===== src/hdl/gregorian_solar_hijri_converter_top_macros.svh =====
// Assertion macros used by the calendar converter datapath.
// Each macro expects i_clk and i_rst_n in the enclosing module.
`ifndef GREGORIAN_SOLAR_HIJRI_CONVERTER_TOP_MACROS_SVH
`define GREGORIAN_SOLAR_HIJRI_CONVERTER_TOP_MACROS_SVH

// Same-cycle implication, off while reset is asserted.
`define GSH_ASSERT_NOW(lbl, ante, cons, msg) \
    lbl: assert property (@(posedge i_clk) disable iff (!i_rst_n) (ante) |-> (cons)) \
        else $error(msg);

// Next-cycle implication, off while reset is asserted.
`define GSH_ASSERT_NEXT(lbl, ante, cons, msg) \
    lbl: assert property (@(posedge i_clk) disable iff (!i_rst_n) (ante) |=> (cons)) \
        else $error(msg);

`endif


===== src/hdl/gsh_pkg.sv =====
// Shared types, constants and calendar tables for the date converter.
// No dependencies; used by the controller, datapath and top level.
`timescale 1ns / 1ps

package gsh_pkg;

    localparam int YEAR_SPAN_DEF = 51;
    localparam int TBL_DEPTH     = 51;
    localparam int TBL_IW        = 6;
    localparam int DAY_W         = 22;

    localparam logic ACT_G2S = 1'b0;
    localparam logic ACT_S2G = 1'b1;

    localparam logic [11:0]      GREG_FIRST  = 12'd2000;
    localparam logic [11:0]      SOLAR_FIRST = 12'd1380;
    localparam logic [11:0]      YEAR_GAP_LO = 12'd621;
    localparam logic [11:0]      YEAR_GAP_HI = 12'd622;
    localparam logic [8:0]       YEAR_DAYS   = 9'd365;
    localparam logic [9:0]       SOLAR_BASE  = 10'd343;
    localparam logic [9:0]       GREG_BASE   = 10'd499;
    localparam logic [DAY_W-1:0] DAY_OFFSET  = 22'd226899;

    localparam logic [11:0] SOLAR_LEAPS [0:14] = '{
        12'd1375, 12'd1379, 12'd1383, 12'd1387, 12'd1391, 12'd1395, 12'd1399, 12'd1404,
        12'd1408, 12'd1412, 12'd1416, 12'd1420, 12'd1424, 12'd1428, 12'd1432};
    localparam logic [11:0] GREG_LEAPS [0:13] = '{
        12'd2000, 12'd2004, 12'd2008, 12'd2012, 12'd2016, 12'd2020, 12'd2024, 12'd2028,
        12'd2032, 12'd2036, 12'd2040, 12'd2044, 12'd2048, 12'd2052};

    localparam logic [4:0] MARCH_CUT [0:TBL_DEPTH-1] = '{
        5'd20, 5'd21, 5'd21, 5'd21, 5'd20, 5'd21, 5'd21, 5'd21, 5'd20, 5'd21, 5'd21,
        5'd21, 5'd20, 5'd21, 5'd21, 5'd21, 5'd20, 5'd21, 5'd21, 5'd21, 5'd20, 5'd21,
        5'd21, 5'd21, 5'd20, 5'd20, 5'd21, 5'd21, 5'd20, 5'd20, 5'd21, 5'd21, 5'd20,
        5'd20, 5'd21, 5'd21, 5'd20, 5'd20, 5'd21, 5'd21, 5'd20, 5'd20, 5'd21, 5'd21,
        5'd20, 5'd20, 5'd21, 5'd21, 5'd20, 5'd20, 5'd21};
    localparam logic [4:0] DEY_CUT [0:TBL_DEPTH-1] = '{
        5'd11, 5'd11, 5'd11, 5'd12, 5'd11, 5'd11, 5'd11, 5'd12, 5'd11, 5'd11, 5'd11,
        5'd12, 5'd11, 5'd11, 5'd11, 5'd12, 5'd11, 5'd11, 5'd11, 5'd12, 5'd11, 5'd11,
        5'd11, 5'd12, 5'd12, 5'd11, 5'd11, 5'd12, 5'd12, 5'd11, 5'd11, 5'd12, 5'd12,
        5'd11, 5'd11, 5'd12, 5'd12, 5'd11, 5'd11, 5'd12, 5'd12, 5'd11, 5'd11, 5'd12,
        5'd12, 5'd11, 5'd11, 5'd12, 5'd12, 5'd11, 5'd11};

    typedef enum logic [2:0] {
        ST_IDLE,
        ST_CALC1,
        ST_CALC2,
        ST_CALC3,
        ST_WALK,
        ST_FINISH
    } t_state;

    typedef struct packed {
        logic load;
        logic calc1;
        logic calc2;
        logic calc3;
        logic walk;
        logic emit;
    } t_dp_cmd;

    typedef struct packed {
        logic err;
        logic walk_done;
        logic out_free;
    } t_dp_sts;

    function automatic logic [3:0] solar_leap_cnt(input logic [11:0] y);
        logic [3:0] c;
        c = '0;
        for (int i = 0; i < 15; i++) begin
            c = c + 4'(SOLAR_LEAPS[i] < y);
        end
        return c;
    endfunction

    function automatic logic [3:0] greg_leap_cnt(input logic [11:0] y);
        logic [3:0] c;
        c = '0;
        for (int i = 0; i < 14; i++) begin
            c = c + 4'(GREG_LEAPS[i] < y);
        end
        return c;
    endfunction

    function automatic logic is_solar_leap(input logic [11:0] y);
        logic hit;
        hit = 1'b0;
        for (int i = 0; i < 15; i++) begin
            hit = hit | (SOLAR_LEAPS[i] == y);
        end
        return hit;
    endfunction

    function automatic logic is_greg_leap(input logic [11:0] y);
        logic hit;
        hit = 1'b0;
        for (int i = 0; i < 14; i++) begin
            hit = hit | (GREG_LEAPS[i] == y);
        end
        return hit;
    endfunction

    // Days in the months before m, common year.
    function automatic logic [8:0] greg_cum(input logic [3:0] m);
        logic [8:0] c;
        case (m)
            4'd2:    c = 9'd31;
            4'd3:    c = 9'd59;
            4'd4:    c = 9'd90;
            4'd5:    c = 9'd120;
            4'd6:    c = 9'd151;
            4'd7:    c = 9'd181;
            4'd8:    c = 9'd212;
            4'd9:    c = 9'd243;
            4'd10:   c = 9'd273;
            4'd11:   c = 9'd304;
            4'd12:   c = 9'd334;
            default: c = 9'd0;
        endcase
        return c;
    endfunction

    function automatic logic [8:0] solar_cum(input logic [3:0] m);
        logic [8:0] c;
        case (m)
            4'd2:    c = 9'd31;
            4'd3:    c = 9'd62;
            4'd4:    c = 9'd93;
            4'd5:    c = 9'd124;
            4'd6:    c = 9'd155;
            4'd7:    c = 9'd186;
            4'd8:    c = 9'd216;
            4'd9:    c = 9'd246;
            4'd10:   c = 9'd276;
            4'd11:   c = 9'd306;
            4'd12:   c = 9'd336;
            default: c = 9'd0;
        endcase
        return c;
    endfunction

    // Month length; zero for a month outside 1..12.
    function automatic logic [4:0] month_len(input logic solar, input logic leap,
                                             input logic [3:0] m);
        logic [4:0] len;
        if (solar) begin
            case (m)
                4'd1, 4'd2, 4'd3, 4'd4, 4'd5, 4'd6: len = 5'd31;
                4'd7, 4'd8, 4'd9, 4'd10, 4'd11:     len = 5'd30;
                4'd12:                              len = leap ? 5'd30 : 5'd29;
                default:                            len = 5'd0;
            endcase
        end else begin
            case (m)
                4'd1, 4'd3, 4'd5, 4'd7, 4'd8, 4'd10, 4'd12: len = 5'd31;
                4'd4, 4'd6, 4'd9, 4'd11:                    len = 5'd30;
                4'd2:                                       len = leap ? 5'd29 : 5'd28;
                default:                                    len = 5'd0;
            endcase
        end
        return len;
    endfunction

    // Final reduction of an octal digit sum modulo 7.
    function automatic logic [2:0] mod7_fold(input logic [5:0] s);
        logic [3:0] a;
        logic [3:0] b;
        a = {1'b0, s[5:3]} + {1'b0, s[2:0]};
        b = (a >= 4'd7) ? a - 4'd7 : a;
        return (b == 4'd7) ? 3'd0 : b[2:0];
    endfunction

endpackage


===== src/hdl/gsh_ctrl.sv =====
// Sequencer for the date converter: steps the datapath through check,
// day count, month walk and result hand-off. Depends on gsh_pkg.
`timescale 1ns / 1ps

module gsh_ctrl (
    input  logic             i_clk,
    input  logic             i_rst_n,
    input  logic             i_s_tvalid,
    output logic             o_s_tready,
    input  gsh_pkg::t_dp_sts i_sts,
    output gsh_pkg::t_dp_cmd o_cmd
);

    gsh_pkg::t_state r_state;
    gsh_pkg::t_state n_state;

    always_ff @(posedge i_clk) begin
        if (!i_rst_n) begin
            r_state <= gsh_pkg::ST_IDLE;
        end else begin
            r_state <= n_state;
        end
    end

    always_comb begin
        n_state = r_state;
        case (r_state)
            gsh_pkg::ST_IDLE: begin
                if (i_s_tvalid) begin
                    n_state = gsh_pkg::ST_CALC1;
                end
            end
            gsh_pkg::ST_CALC1: begin
                n_state = gsh_pkg::ST_CALC2;
            end
            gsh_pkg::ST_CALC2: begin
                // skip the count and walk for a rejected date
                n_state = i_sts.err ? gsh_pkg::ST_FINISH : gsh_pkg::ST_CALC3;
            end
            gsh_pkg::ST_CALC3: begin
                n_state = gsh_pkg::ST_WALK;
            end
            gsh_pkg::ST_WALK: begin
                if (i_sts.walk_done) begin
                    n_state = gsh_pkg::ST_FINISH;
                end
            end
            gsh_pkg::ST_FINISH: begin
                if (i_sts.out_free) begin
                    n_state = gsh_pkg::ST_IDLE;
                end
            end
            default: begin
                n_state = gsh_pkg::ST_IDLE;
            end
        endcase
    end

    always_comb begin
        o_cmd      = '0;
        o_s_tready = 1'b0;
        case (r_state)
            gsh_pkg::ST_IDLE: begin
                o_s_tready = 1'b1;
                o_cmd.load = i_s_tvalid;
            end
            gsh_pkg::ST_CALC1: begin
                o_cmd.calc1 = 1'b1;
            end
            gsh_pkg::ST_CALC2: begin
                o_cmd.calc2 = 1'b1;
            end
            gsh_pkg::ST_CALC3: begin
                o_cmd.calc3 = 1'b1;
            end
            gsh_pkg::ST_WALK: begin
                o_cmd.walk = 1'b1;
            end
            gsh_pkg::ST_FINISH: begin
                o_cmd.emit = i_sts.out_free;
            end
            default: begin
                o_cmd = '0;
            end
        endcase
    end

endmodule


===== src/hdl/gsh_datapath.sv =====
// Datapath of the date converter: input check, day counts, target year,
// month walk, weekday and the output register. Depends on gsh_pkg and the macro header.
`timescale 1ns / 1ps
`include "gregorian_solar_hijri_converter_top_macros.svh"

module gsh_datapath #(
    parameter int YEAR_SPAN = gsh_pkg::YEAR_SPAN_DEF
) (
    input  logic             i_clk,
    input  logic             i_rst_n,
    input  gsh_pkg::t_dp_cmd i_cmd,
    output gsh_pkg::t_dp_sts o_sts,
    input  logic [23:0]      i_s_tdata,
    input  logic [0:0]       i_s_tuser,
    output logic             o_m_tvalid,
    input  logic             i_m_tready,
    output logic [23:0]      o_m_tdata,
    output logic [0:0]       o_m_tuser
);

    localparam int IW = (YEAR_SPAN > 1) ? $clog2(YEAR_SPAN) : 1;
    localparam int DW = gsh_pkg::DAY_W;

    // source item
    logic        r_action;
    logic [11:0] r_year;
    logic [3:0]  r_month;
    logic [4:0]  r_day;

    // intermediate results
    logic                 r_err;
    logic [20:0]          r_prod;
    logic [9:0]           r_part;
    logic [11:0]          r_ty;
    logic                 r_tleap;
    logic [DW-1:0]        r_gdays;
    logic [DW-1:0]        r_tbase;
    logic signed [DW-1:0] r_n;
    logic [3:0]           r_mi;
    logic [3:0]           r_tm;
    logic [5:0]           r_msum;

    // output register
    logic        r_out_valid;
    logic        r_out_status;
    logic [11:0] r_out_year;
    logic [3:0]  r_out_month;
    logic [4:0]  r_out_day;
    logic [2:0]  r_out_wday;

    // check and source count
    logic [11:0]          w_base;
    logic [12:0]          w_off;
    logic                 w_in_range;
    logic [IW-1:0]        w_idx;
    logic [gsh_pkg::TBL_IW-1:0] w_tidx;
    logic                 w_src_leap;
    logic [3:0]           w_src_cnt;
    logic                 w_mon_ok;
    logic                 w_day_ok;
    logic [8:0]           w_cum;
    logic [9:0]           w_part;
    logic [11:0]          w_year_m1;
    logic [20:0]          w_prod;
    logic [11:0]          w_ty;
    // target count
    logic [DW-1:0]        w_src_days;
    logic [DW-1:0]        w_gdays;
    logic [11:0]          w_ty_m1;
    logic [DW-1:0]        w_tprod;
    logic [DW-1:0]        w_tbase;
    logic                 w_tgt_solar;
    // weekday digit sum and walk
    logic [5:0]           w_msum;
    logic [23:0]          w_gpad;
    logic [4:0]           w_len;
    logic signed [DW-1:0] w_len_s;
    logic                 w_fail;
    logic                 w_found;

    assign w_tgt_solar = (r_action == gsh_pkg::ACT_G2S);

    always_comb begin
        w_base     = (r_action == gsh_pkg::ACT_S2G) ? gsh_pkg::SOLAR_FIRST : gsh_pkg::GREG_FIRST;
        w_off      = {1'b0, r_year} - {1'b0, w_base};
        w_in_range = !w_off[12] && (w_off < 13'(YEAR_SPAN));
        w_idx      = w_off[IW-1:0];
        w_tidx     = w_in_range ? gsh_pkg::TBL_IW'(w_idx) : '0;

        if (r_action == gsh_pkg::ACT_S2G) begin
            w_src_leap = gsh_pkg::is_solar_leap(r_year);
            w_src_cnt  = gsh_pkg::solar_leap_cnt(r_year);
            w_cum      = gsh_pkg::solar_cum(r_month);
        end else begin
            w_src_leap = gsh_pkg::is_greg_leap(r_year);
            w_src_cnt  = gsh_pkg::greg_leap_cnt(r_year);
            w_cum      = gsh_pkg::greg_cum(r_month)
                       + 9'(w_src_leap && (r_month > 4'd2));
        end

        w_mon_ok = r_month inside {[4'd1:4'd12]};
        w_day_ok = (r_day != 5'd0)
                && (r_day <= gsh_pkg::month_len(r_action, w_src_leap, r_month));

        w_part = 10'(r_day) + 10'(w_cum) + 10'(w_src_cnt)
               + ((r_action == gsh_pkg::ACT_S2G) ? gsh_pkg::SOLAR_BASE : gsh_pkg::GREG_BASE);

        w_year_m1 = r_year - 12'd1;
        w_prod    = {9'd0, w_year_m1} * {12'd0, gsh_pkg::YEAR_DAYS};

        // target year from the cutover day of the month holding New Year
        if (r_action == gsh_pkg::ACT_G2S) begin
            if (r_month < 4'd3) begin
                w_ty = r_year - gsh_pkg::YEAR_GAP_HI;
            end else if (r_month > 4'd3) begin
                w_ty = r_year - gsh_pkg::YEAR_GAP_LO;
            end else begin
                w_ty = (r_day >= gsh_pkg::MARCH_CUT[w_tidx])
                     ? r_year - gsh_pkg::YEAR_GAP_LO : r_year - gsh_pkg::YEAR_GAP_HI;
            end
        end else begin
            if (r_month < 4'd10) begin
                w_ty = r_year + gsh_pkg::YEAR_GAP_LO;
            end else if (r_month > 4'd10) begin
                w_ty = r_year + gsh_pkg::YEAR_GAP_HI;
            end else begin
                w_ty = (r_day >= gsh_pkg::DEY_CUT[w_tidx])
                     ? r_year + gsh_pkg::YEAR_GAP_HI : r_year + gsh_pkg::YEAR_GAP_LO;
            end
        end
    end

    always_comb begin
        w_src_days = DW'(r_prod) + DW'(r_part);
        w_gdays    = (r_action == gsh_pkg::ACT_S2G) ? w_src_days + gsh_pkg::DAY_OFFSET
                                                    : w_src_days;
        w_ty_m1    = r_ty - 12'd1;
        w_tprod    = {10'd0, w_ty_m1} * {13'd0, gsh_pkg::YEAR_DAYS};
        if (w_tgt_solar) begin
            w_tbase = w_tprod + DW'(gsh_pkg::SOLAR_BASE)
                    + DW'(gsh_pkg::solar_leap_cnt(r_ty)) + gsh_pkg::DAY_OFFSET;
        end else begin
            w_tbase = w_tprod + DW'(gsh_pkg::GREG_BASE) + DW'(gsh_pkg::greg_leap_cnt(r_ty));
        end
    end

    // 8 is congruent to 1 modulo 7, so octal digits sum to the same residue
    always_comb begin
        w_gpad = 24'(r_gdays);
        w_msum = '0;
        for (int k = 0; k < 8; k++) begin
            w_msum = w_msum + 6'(w_gpad[3*k +: 3]);
        end
    end

    always_comb begin
        w_len   = gsh_pkg::month_len(w_tgt_solar, r_tleap, r_mi);
        w_len_s = signed'(DW'(w_len));
        w_fail  = (r_n < signed'(DW'(1))) || ((r_n > w_len_s) && (r_mi == 4'd12));
        w_found = !(r_n < signed'(DW'(1))) && (r_n <= w_len_s);
    end

    always_ff @(posedge i_clk) begin
        if (i_cmd.load) begin
            r_action <= i_s_tuser[0];
            r_year   <= i_s_tdata[11:0];
            r_month  <= i_s_tdata[15:12];
            r_day    <= i_s_tdata[20:16];
        end
        if (i_cmd.calc1) begin
            r_prod <= w_prod;
            r_part <= w_part;
            r_ty   <= w_ty;
        end
        if (i_cmd.calc2) begin
            r_gdays <= w_gdays;
            r_tbase <= w_tbase;
            r_tleap <= w_tgt_solar ? gsh_pkg::is_solar_leap(r_ty) : gsh_pkg::is_greg_leap(r_ty);
        end
        if (i_cmd.calc3) begin
            r_n    <= signed'(r_gdays - r_tbase);
            r_mi   <= 4'd1;
            r_msum <= w_msum;
        end
        if (i_cmd.walk && !w_fail) begin
            if (w_found) begin
                r_tm <= r_mi;
            end else begin
                // advance to the next month
                r_n  <= r_n - w_len_s;
                r_mi <= r_mi + 4'd1;
            end
        end
        if (i_cmd.emit) begin
            r_out_status <= r_err;
            r_out_year   <= r_err ? 12'd0 : r_ty;
            r_out_month  <= r_err ? 4'd0 : r_tm;
            r_out_day    <= r_err ? 5'd0 : r_n[4:0];
            r_out_wday   <= r_err ? 3'd0 : gsh_pkg::mod7_fold(r_msum);
        end
    end

    always_ff @(posedge i_clk) begin
        if (!i_rst_n) begin
            r_err       <= 1'b0;
            r_out_valid <= 1'b0;
        end else begin
            if (i_cmd.calc1) begin
                r_err <= !(w_in_range && w_mon_ok && w_day_ok);
            end else if (i_cmd.walk && w_fail) begin
                r_err <= 1'b1;
            end
            if (i_cmd.emit) begin
                r_out_valid <= 1'b1;
            end else if (i_m_tready) begin
                r_out_valid <= 1'b0;
            end
        end
    end

    assign o_sts.err       = r_err;
    assign o_sts.walk_done = i_cmd.walk && (w_fail || w_found);
    assign o_sts.out_free  = !r_out_valid || i_m_tready;

    assign o_m_tvalid = r_out_valid;
    assign o_m_tdata  = {r_out_wday, r_out_day, r_out_month, r_out_year};
    assign o_m_tuser  = r_out_status;

    `GSH_ASSERT_NOW(a_err_fields_zero, r_out_valid && r_out_status,
        r_out_year == 12'd0 && r_out_month == 4'd0 && r_out_day == 5'd0 && r_out_wday == 3'd0,
        "error beat carries nonzero date fields")
    `GSH_ASSERT_NOW(a_ok_fields_legal, r_out_valid && !r_out_status,
        r_out_month >= 4'd1 && r_out_month <= 4'd12 && r_out_day != 5'd0 && r_out_wday <= 3'd6,
        "valid beat carries an illegal date")
    `GSH_ASSERT_NOW(a_walk_month_legal, i_cmd.walk,
        r_mi >= 4'd1 && r_mi <= 4'd12, "month walk ran past December")
    `GSH_ASSERT_NOW(a_emit_slot_free, i_cmd.emit,
        !r_out_valid || i_m_tready, "result written over an untaken beat")
    `GSH_ASSERT_NEXT(a_emit_shows, i_cmd.emit, r_out_valid, "written result not presented")

endmodule


===== src/hdl/gregorian_solar_hijri_converter_top.sv =====
// Gregorian / Solar Hijri date converter: one result beat per input beat.
// A date passes through the check, the day count and the month walk and is then
// registered as the result beat; a rejected date skips the count and the walk.
// The walk tries one month per cycle. A new input beat is taken only after the last
// result is written, which waits while an untaken result beat holds the output. Synchronous active-low
// reset clears the sequencer and the output valid; no clearing pass is needed.
`timescale 1ns / 1ps

module gregorian_solar_hijri_converter_top #(
    parameter int YEAR_SPAN = gsh_pkg::YEAR_SPAN_DEF
) (
    input  logic        i_clk,
    input  logic        i_rst_n,
    input  logic        s_tvalid,
    output logic        s_tready,
    input  logic [23:0] s_tdata,   // in_year[11:0], in_month[15:12], in_day[20:16], zero pad
    input  logic [0:0]  s_tuser,   // action[0]
    output logic        m_tvalid,
    input  logic        m_tready,
    output logic [23:0] m_tdata,   // out_year[11:0], out_month[15:12], out_day[20:16],
                                   // weekday[23:21]
    output logic [0:0]  m_tuser    // status[0]
);

    gsh_pkg::t_dp_cmd w_cmd;
    gsh_pkg::t_dp_sts w_sts;

    gsh_ctrl u_ctrl (
        .i_clk      (i_clk),
        .i_rst_n    (i_rst_n),
        .i_s_tvalid (s_tvalid),
        .o_s_tready (s_tready),
        .i_sts      (w_sts),
        .o_cmd      (w_cmd)
    );

    gsh_datapath #(
        .YEAR_SPAN (YEAR_SPAN)
    ) u_datapath (
        .i_clk      (i_clk),
        .i_rst_n    (i_rst_n),
        .i_cmd      (w_cmd),
        .o_sts      (w_sts),
        .i_s_tdata  (s_tdata),
        .i_s_tuser  (s_tuser),
        .o_m_tvalid (m_tvalid),
        .i_m_tready (m_tready),
        .o_m_tdata  (m_tdata),
        .o_m_tuser  (m_tuser)
    );

endmodule

===== config.mk =====
export PLATFORM = sky130hd
export DESIGN_NAME = gregorian_solar_hijri_converter_top
export DESIGN_NICKNAME = d
export VERILOG_FILES = /design/src/hdl/gsh_pkg.sv /design/src/hdl/gsh_ctrl.sv /design/src/hdl/gsh_datapath.sv /design/src/hdl/gregorian_solar_hijri_converter_top.sv
export VERILOG_INCLUDE_DIRS = /design/src /design/src/hdl
export SDC_FILE = /design/constraint.sdc
export NUM_CORES = 1
export LEC_CHECK = 0
export BUFFER_PORTS_ARGS = -buffer_cell sky130_fd_sc_hd__buf_2
export CAP_MARGIN = 20
export CORE_MARGIN = 4
export CORE_UTILIZATION = 59
export DETAILED_ROUTE_END_ITERATION = 7
export GPL_TIMING_DRIVEN = 0
export PLACE_DENSITY = 0.78
export SLEW_MARGIN = 25
export SYNTH_ARGS = -nofsm -noshare
export SYNTH_HDL_FRONTEND = slang
export SYNTH_SLANG_ARGS = --single-unit

===== constraint.sdc =====
create_clock -name i_clk -period 6.7 [get_ports i_clk]
set_input_delay 0.67 -clock i_clk [delete_from_list [all_inputs] [get_ports i_clk]]
set_output_delay 0.67 -clock i_clk [all_outputs]
set_load 0.03 [all_outputs]

# Yosys cells after proc, flatten, opt, wreduce, memory -nomap -nowiden

Memory sizes are Yosys's and may differ from the RTL's. A register that Yosys moved wholly into a read port is not among the register bits.
Cells that the tools add are included.

Register bits: 176
Bits in read-only memories: 928
Input bits: 29
Output and inout port bits: 27
Word-level logic and storage cells: 422
Memories kept: 4

Memories:

| memory          | words | width | rd ports | clocked after Yosys merged registers in | wr ports | line                | source |
|---|---|---|---|---|---|---|---|
| (no name shown) | 64    | 5     | 1        | 0                                       | 0        | gsh_datapath.sv:118 | `w_ty = (r_day >= gsh_pkg::MARCH_CUT[w_tidx])` |
| (no name shown) | 64    | 5     | 1        | 0                                       | 0        | gsh_datapath.sv:127 | `w_ty = (r_day >= gsh_pkg::DEY_CUT[w_tidx])` |
| (no name shown) | 16    | 9     | 1        | 1                                       | 0        | gsh_pkg.sv:126      | `case (m)` |
| (no name shown) | 16    | 9     | 1        | 1                                       | 0        | gsh_pkg.sv:107      | `case (m)` |

Add/sub/neg operators: 84
$mul: 2
Magnitude comparators: 74
Equal/unequal tests: 91
Mux-type cells: 56
Bitwise operators: 55
Reductions and logical operators: 34

Operators by type and width:

| kind                   | count |
|---|---|
| $eq 11x12->1 const A   | 54 |
| $lt 11x12->1 const A   | 54 |
| $add 4x1->4            | 50 |
| $mux 22                | 5 |
| $mux 12                | 7 |
| $pmux 5 s3             | 4 |
| $or 1x1->1             | 54 |
| $eq 12x12->1 const A   | 4 |
| $lt 12x12->1 const A   | 4 |
| $add 21x9->22 const B  | 2 |
| $add 22x18->22 const B | 2 |
| $add 22x4->22          | 2 |
| $mul 12x9->21 const B  | 2 |
| $eq 4x4->1 const B     | 10 |
| $eq 4x3->1 const B     | 9 |
| $add 6x3->6            | 5 |
| $mux 5                 | 6 |
| $mux 4                 | 7 |
| $add 12x10->12 const B | 2 |
| $sub 12x1->12 const B  | 2 |
| $sub 12x10->12 const B | 2 |
| $add 21x10->22         | 1 |
| $gt 22x6->1            | 1 |
| $le 22x6->1            | 1 |
| other kinds (53)       | 106 |

# Logic depth before layout (Yosys ltp)

Gate-level depths: netlist of the first run.

Depth in word-level cells: 24
Mapped depth: 31
Mapped depth without buffers: 30

# By module

Synthesis of the first run repeated with hierarchy kept, for this count alone.

Cell total of the unflattened synthesis: 2354
Area, all modules: 21455.6 µm²

Modules (own cells, without submodules):

| module       | instances | cells each | area an instance (µm²) | sequential area each (µm²) |
|---|---|---|---|---|
| gsh_datapath | 1         | 2329       | 21227.9                | 5195.0 |
| gsh_ctrl     | 1         | 25         | 227.7                  | 60.1 |

# Worst setup path after synthesis of the first run

OpenSTA, ideal clock, no wires.

Path kind: flip-flop to flip-flop
Start point: register u_datapath.r_year[0]
End point: register u_datapath.r_part[9], data pin
Setup time: 0.262 ns
Arrival: 6.943 ns
Required time: 6.438 ns
Slack: -0.506 ns
Cell stages (with the launch flop): 30
Buffers on the path: 1
Clock period less this slack: 7.206 ns
Path through: edfxtp_1 clkbuf_1 inv_1 ha_1 a21oi_1 a21oi_1 o21bai_1 fa_1 inv_1 fa_1 fa_1 inv_1 fa_1 fa_1 inv_1 fa_1 mux2_2 ha_1 inv_1 fa_1 ha_1 fa_1 a21oi_1 nor2_1 nor2_1 o21bai_1 a21oi_1 o21bai_1 a21oi_1 xor2_1

Cells in the longest elaborated chain, start to end: 20
Elaborated cells on any way between the ends: 90
Classes of those cells: 31 x add/sub; 29 x order compare; 14 x eq/ne; 2 x mux; 13 x bitwise; 1 x reduce/logical

Ends and longest elaborated chain:

| what                                                                  | line                | source |
|---|---|---|
| start, declared                                                       | gsh_datapath.sv:26  | `logic [11:0] r_year;` |
| start signal, assigned                                                | gsh_datapath.sv:166 | `r_year <= i_s_tdata[11:0];` |
| parallel branches: the longest is 18 deep, another holds $lt 11x12->1 | --                  |  |
| $add 10x4->10 (*)                                                     | gsh_datapath.sv:105 | `w_part = 10'(r_day) + 10'(w_cum) + 10'(w_src_cnt)` |
| $add 10x10->10 (*)                                                    | gsh_datapath.sv:106 | `+ ((r_action == gsh_pkg::ACT_S2G) ? gsh_pkg::SOLAR_BASE : gsh_pkg::GREG_BASE);` |
| named net u_datapath.w_part[9]                                        | gsh_datapath.sv:62  | `logic [9:0] w_part;` |
| end signal, assigned                                                  | gsh_datapath.sv:172 | `r_part <= w_part;` |
| end, declared                                                         | gsh_datapath.sv:33  | `logic [9:0] r_part;` |

Mark *: on every way through the listed nets, which the timed path passes.
A chain may end at the register's enable or synchronous reset.

# Worst setup path after layout of the first run

Start point: register u_datapath.r_ty[1]
End point: register u_datapath.r_tbase[20], data pin

Cells in the longest elaborated chain, start to end: 18
Elaborated cells on any way between the ends: 64
Classes of those cells: 33 x add/sub; 1 x mul; 29 x order compare; 1 x mux

Ends and longest elaborated chain:

| what                             | line                | source |
|---|---|---|
| start, declared                  | gsh_datapath.sv:34  | `logic [11:0] r_ty;` |
| start signal, assigned           | gsh_datapath.sv:173 | `r_ty <= w_ty;` |
| $lt 11x12->1                     | gsh_pkg.sv:72       | `c = c + 4'(SOLAR_LEAPS[i] < y);` |
| $add 1x1->2                      | gsh_pkg.sv:72       |  |
| $add 4x1->4 (13 in series)       | gsh_pkg.sv:72       |  |
| $add 22x4->22                    | gsh_datapath.sv:141 | `+ DW'(gsh_pkg::solar_leap_cnt(r_ty)) + gsh_pkg::DAY_OFFSET;` |
| $add 22x18->22                   | gsh_datapath.sv:141 |  |
| $mux 22 (*)                      | gsh_datapath.sv:139 | `if (w_tgt_solar) begin` |
| named net u_datapath.w_tbase[20] | gsh_datapath.sv:71  | `logic [DW-1:0] w_tbase;` |
| end signal, assigned             | gsh_datapath.sv:177 | `r_tbase <= w_tbase;` |
| end, declared                    | gsh_datapath.sv:37  | `logic [DW-1:0] r_tbase;` |

The timed path passes the listed nets; every way through them passes the cells marked *.

==> results of run 1 <==
-- through the flow --
step / cells / area, sq um
floorplan: 2249 / 20590
global placement: 2756 / 21420
detailed placement: 2761 / 21490
CTS: 2871 / 23540
global route: 2907 / 24420
finish: 2908 / 24420
-- sequential cells by signal, indices dropped and copies added (netlist names), 6 cells and up, named ones only --
signal	cells
u_datapath.r_tbase	22
u_datapath.r_gdays	22
u_datapath.r_ty	12
u_datapath.r_n	22
u_datapath.r_year	12
u_datapath.r_out_year	12
u_datapath.r_part	10
u_datapath.r_msum	6
u_datapath.r_prod	21
-- synth_stat cells, types with 10 or more instances --
cell / n
nand4_1: 13
nand2b_1: 27
mux2i_1: 16
nor4_1: 13
clkbuf_1: 51
xnor2_1: 95
ha_1: 260
or3_1: 11
nand3_1: 52
or2_2: 16
nor3_1: 50
o211ai_1: 16
o21ai_0: 117
a21boi_0: 11
a21o_1: 41
o21a_1: 19
buf_2: 10
nor2b_1: 37
o31ai_1: 14
a31oi_1: 17
o22ai_1: 10
nand2_1: 127
xor2_1: 64
edfxtp_1: 145
a21oi_1: 139
dfxtp_1: 45
o21bai_1: 27
fa_1: 130
inv_1: 325
and2_1: 10
nor2_1: 160
a211oi_1: 17
-- repair_timing --
item,4_1_cts,5_1_grt
endpoints found under the hold margin,0,0
setup buffers,86,38
gates resized for setup,199,129
pin swaps,95,87
endpoints found under the setup margin,34,32
-- area by class of cell --
class / count / area, sq um / area share (%)
diodes: 1 / 2.502 / 0.01025
repair buffers: 178 / 1276 / 5.226
well taps: 455 / 569.3 / 2.331
clock buffers: 19 / 475.5 / 1.947
clock inverters: 13 / 157.7 / 0.6455
multi-input cells: 1659 / 15040 / 61.57
flip-flops and latches: 190 / 5255 / 21.52
inverters: 328 / 1261 / 5.164
plain buffers: 65 / 387.9 / 1.588
-- how the worst max path moves through the flow --
stage,start,to
after floorplan,u_datapath.r_year[9],u_datapath.r_part[9]
after global placement,u_datapath.r_year[3],u_datapath.r_part[9]
after detailed placement,u_datapath.r_year[3],u_datapath.r_part[9]
after CTS,u_datapath.r_year[9],u_datapath.r_part[9]
after global routing,u_datapath.r_year[2],u_datapath.r_part[9]
final,u_datapath.r_ty[1],u_datapath.r_tbase[20]
-- metal layers --
metal,GRT usage (%),part of all wire (%)
met5,0,0
met4,12.99,6.4
met3,4.039,6.8
met2,48.71,49
met1,35.08,38
-- cells by family after synthesis --
group / synth area share [%]
and+or+nand+nor: 13.61
AOI/OAI and AO/OA: 16.63
xor gates and xnor gates: 7.026
DFF: 25.61
buffers and inverters: 7.422
adders and majority gates: 28.54
muxes: 1.165
-- worst max-delay path, delay by kind of cell, from the launching register on --
family                     cells  cell delay, ps
adders and majority gates      7            2490
AOI/OAI and AO/OA              6            1210
and+or+nand+nor                5            1020
buffers and inverters          9             980
xor gates and xnor gates       3             740
DFF                            1             490
==> run_results.csv, run 1 <==
group,metric,value,unit
outcome,status,"finished with violations",
outcome,violations,"negative setup slack",
critical_path,worst_path_largest_cell_delay,530,ps
layout,fillers,2420,
worst_hold_path,hold_depth,1,
critical_path,crit_path_max_fanout,6,
grt,grt_pass1_wl,87.29,mm
layout,final_cell_mix,"inv_1 (296), ha_1 (231), nor2_1 (149), edfxtp_1 (145)",
clock_tree,htree_levels,4,
timing,clock.fmax,138.1,MHz
timing,timing.final.crit_share,108.1,%
critical_path,startpoint_type,"flop",
timing,fin_skew,13.60,ps
detailed_routing,drt_pass1_iterations,6,
placed_design,dp_hpwl,39.66,mm
critical_path,cp.arrival,7430,ps
placed_design,pre_cts_slack,-1322,ps
placed_design,gp_congestion,0.9545,
synthesis,ys.flop_type,"edfxtp_1",
synthesis,synth-edff-count,145,
layout,layout_commonest_cell,"inv_1",
critical_path,end_kind,"flop",
timing,hold_slack,377.4,ps
layout,num-nets-final,2858,
floorplan,coreArea,34460,sq um
worst_hold_path,holdPathEnd,"u_datapath.r_day[3]",
floorplan,fp.dieW,194.5,microns
layout,syn2layout_area_growth,19.04,%
clock_tree,clk_latency,460,ps
synthesis,synth_top_area_share,21.22,%
timing,slew_headroom,29.13,%
critical_path,slowest_stage,"fa_1",
layout,drive_gt1_share,20.96,%
synthesis,yosysUniqueCellTypes,95,
clock_tree,cts.reportedPaths.clkPinSlew,80,ps
synthesis,syn_inst,2249,
critical_path,r2r-end,"u_datapath.r_tbase[20]",
floorplan,pin_count,56,
worst_hold_path,min_from,"s_tdata[19]",
grt,grt_overflow_total,0,
timing,setup_ws,-540.0,ps
detailed_routing,totalWireLength,57.63,mm
detailed_routing,routed-via-count,17770,
clock_tree,cts_sinks,190,
timing,tns,-4518,ps
critical_path,r2r_slack,-540,ps
critical_path,crit_type,"reg2reg",
grt,antenna_found_initial,3,
critical_path,reg2reg_from,"u_datapath.r_ty[1]",
synthesis,ys_async_sr_fraction,0,%
job,max-cap-violations,0,
critical_path,reg2regPathDepth,30,
layout,final_core_util,70.88,%
detailed_routing,drc_errors,0,
detailed_routing,drt_iter0_drc,1517,
clock_tree,cts-root-buf,"clkbuf_16",
floorplan,die_h,194.5,microns
timing,finalMaxSlewViolations,0,
clock_tree,tritoncts,"done",
timing,setup_viol,16,
clock_tree,hold_buffers,0,
floorplan,core.rowCount,68,
synthesis,ys_seq_area_share,25.61,%
clock_tree,clockBufferDepth,2,
worst_hold_path,hp-class,"in2reg",
floorplan,die_area,37820,sq um
synthesis,avgSynthCellArea,9.122,sq um
critical_path,crit_required,6890,ps
timing,tightest_slew,1063,ps
synthesis,yosysTopAreaCell,"edfxtp_1",
placed_design,port_buffers,52,
grt,grt_max_degree,30,
grt,grt_usage,28.21,%
timing,finalHoldViolCount,0,
detailed_routing,wl_per_cell,19.82,microns
synthesis,yosysWarnings,0,
timing,rsz0062_at_grt,"true",
synthesis,netlist_area,20520,sq um
timing,min_period,7240,ps
detailed_routing,ant_nets,0,
clock_tree,cts-buffers-inserted,17,
floorplan,initial_core_util,59.54,%
synthesis,syn-num-nets,2668,
synthesis,synthTopCellsByArea,"edfxtp_1 (21%), ha_1 (16%), fa_1 (13%)",
synthesis,synth-seq-cells,190,
grt,first_global_vias,17410,
detailed_routing,via_per_inst,6.112,
Power of run 1 is left out: the tool's default activity adds up to more than one toggle a clock period on the data nets, which glitch-free logic cannot reach.
==> run 2, diff against run 1 <==
--- a/config.mk
+++ b/config.mk
@@ -6,6 +6,8 @@
 export SDC_FILE = /design/constraint.sdc
 export NUM_CORES = 1
 export LEC_CHECK = 0
+export ABC_AREA = 1
+export ABC_CLOCK_PERIOD_IN_PS = 6700
 export BUFFER_PORTS_ARGS = -buffer_cell sky130_fd_sc_hd__buf_2
 export CAP_MARGIN = 20
 export CORE_MARGIN = 4
==> run_results.csv, run 2 <==
group,metric,value,unit
critical_path,end_kind,"flop",
synthesis,yosysUniqueCellTypes,60,
synthesis,synth-edff-count,145,
detailed_routing,routed-via-count,20030,
layout,drive_gt1_share,14.01,%
synthesis,netlist_area,21920,sq um
job,max-cap-violations,0,
clock_tree,cts.reportedPaths.clkPinSlew,80,ps
detailed_routing,totalWireLength,60.25,mm
synthesis,avgSynthCellArea,7.555,sq um
clock_tree,htree_levels,4,
layout,final_cell_mix,"inv_1 (574), nand2_1 (549), ha_1 (246), nor2_1 (209), o21ai_0 (161)",
timing,tightest_slew,1009,ps
floorplan,initial_core_util,59.86,%
worst_hold_path,hold_depth,1,
detailed_routing,drt_pass1_iterations,8,
synthesis,ys_seq_area_share,23.98,%
placed_design,gp_congestion,0.9673,
layout,fillers,2971,
critical_path,startpoint_type,"flop",
critical_path,crit_type,"reg2reg",
floorplan,die_area,40290,sq um
layout,diodes,0,
critical_path,crit_path_max_fanout,4,
clock_tree,cts-buffers-inserted,17,
clock_tree,tritoncts,"done",
layout,layout_commonest_cell,"inv_1",
synthesis,ys_async_sr_fraction,0,%
critical_path,crit_required,7070,ps
layout,syn2layout_area_growth,14.47,%
synthesis,synth.most_common_cell,"inv_1",
clock_tree,clockBufferDepth,2,
timing,setup_viol,7,
critical_path,worst_path_largest_cell_delay,440,ps
detailed_routing,wl_per_cell,16.79,microns
critical_path,reg2regPathDepth,53,
floorplan,fp.dieW,200.7,microns
critical_path,cp.arrival,7560,ps
timing,min_period,7191,ps
synthesis,synthTopCellsByArea,"edfxtp_1 (20%), ha_1 (15%), fa_1 (12%)",
clock_tree,cts_sinks,190,
layout,instances_no_fill,3588,
critical_path,crit_top_cell,"buf_4",
grt,grt_max_degree,27,
layout,num-nets-final,3526,
timing,setup_ws,-491.3,ps
timing,rsz0062_at_grt,"true",
detailed_routing,drc_errors,1,
synthesis,synth_top_area_share,19.87,%
grt,antenna_found_initial,0,
grt,grt_overflow_total,0,
synthesis,syn_inst,2901,
outcome,status,"finished with violations",
synthesis,yosysWarnings,0,
detailed_routing,drt_iter0_drc,1760,
layout,largestRegisters,"u_datapath.r_gdays x22, u_datapath.r_n x22, u_datapath.r_tbase x22",
placed_design,port_buffers,52,
timing,fin_skew,17.31,ps
detailed_routing,ant_nets,0,
detailed_routing,via_per_inst,5.582,
placed_design,dp_hpwl,46.54,mm
synthesis,ys.flop_type,"edfxtp_1",
synthesis,yosysTopAreaCell,"edfxtp_1",
clock_tree,hold_buffers,0,
timing,timing.final.crit_share,107.3,%
synthesis,synth-seq-cells,190,
placed_design,dpl.cell_count,3428,
floorplan,coreArea,36610,sq um
floorplan,pin_count,56,
synthesis,syn-num-nets,3320,
timing,slew_headroom,32.74,%
timing,clock.fmax,139.1,MHz
outcome,violations,"design-rule violations, negative setup slack",
clock_tree,clk_latency,480,ps
synthesis,synth_commonest_cells,"inv_1 (594), nand2_1 (570), ha_1 (260)",
floorplan,core.rowCount,70,
timing,finalMaxSlewViolations,0,
grt,first_global_vias,20020,
floorplan,die_h,200.7,microns
clock_tree,cts-root-buf,"clkbuf_16",
critical_path,slowest_stage,"edfxtp_1",
timing,finalHoldViolCount,0,
grt,grt_pass1_wl,96.97,mm
worst_hold_path,hp-class,"in2reg",
grt,grt_usage,29.26,%
run 2: kinds of logic after synthesis:
group | after synthesis | synth area share [%]
mux | 6 | 0.2797
flops | 190 | 23.98
xor+xnor | 119 | 4.858
compound gates | 456 | 11.50
fa+ha+maj | 390 | 26.72
simple gates | 1095 | 21.41
buf+inv | 645 | 11.25
run 2: metrics by stage:
stage	util [%]	cell area [sq um]	TNS, ps	setup slack [ps]	hold slack (ps)
6_report	68.53	25090	-2015	-491.3	375.2
3_5_place_dp	62.55	22900	-9378	-1201	498.8
5_1_grt	68.53	25090	-4585	-740.3	359.2
3_3_place_gp	62.25	22790	-7093	-1054	490.5
2_1_floorplan	-	21940	0	22.59	467.4
4_1_cts	66.99	24520	-1157	-284.2	358.1
run 2: final cells by class:
class | count | area (sq um) | share of cell area [%]
clock inverter | 14 | 157.7 | 0.6284
inverter | 607 | 2326 | 9.271
clock buffer | 18 | 429.2 | 1.711
tap | 468 | 585.6 | 2.334
timing repair buffer | 188 | 1333 | 5.311
buffer | 37 | 211.5 | 0.8429
sequential | 190 | 5255 | 20.95
multi-input combinational | 2066 | 14790 | 58.95
run 2: path summary, 6_finish.rpt:
check	startpoint	to	slack [ps]
hold / removal	s_tdata[20]	u_datapath.r_day[4]	380
hold reg to reg	u_datapath.r_mi[3]	u_datapath.r_mi[3]	520
setup reg to reg	u_datapath.r_year[4]	u_datapath.r_err	-490
setup / recovery	u_datapath.r_year[4]	u_datapath.r_err	-490
run 2: timing repair:
action | 4_1_cts | 5_1_grt
gates resized for setup | 112 | 90
pin swaps | 39 | 68
setup buffers | 95 | 37
endpoints found under the setup margin | 24 | 34
run 2: routing by layer:
layer	share of wire, %	vias to the layer above	GRT usage (%)
li1	-	9784	-
met1	41	9277	37.01
met2	48	781	51.46
met3	6.4	185	4.087
met4	4.2	0	10.45
met5	0	-	0
run 2: worst max-delay path, delay by kind of cell, from the launching register on:
family	cells	cell delay, ps
AO/OA/AOI/OAI	7	920
adder cells (fa/ha/maj)	1	160
buffers and inverters	37	4410
flip-flops	1	440
AND/OR/NAND/NOR	8	1160
Power of run 2 is left out for the same reason.
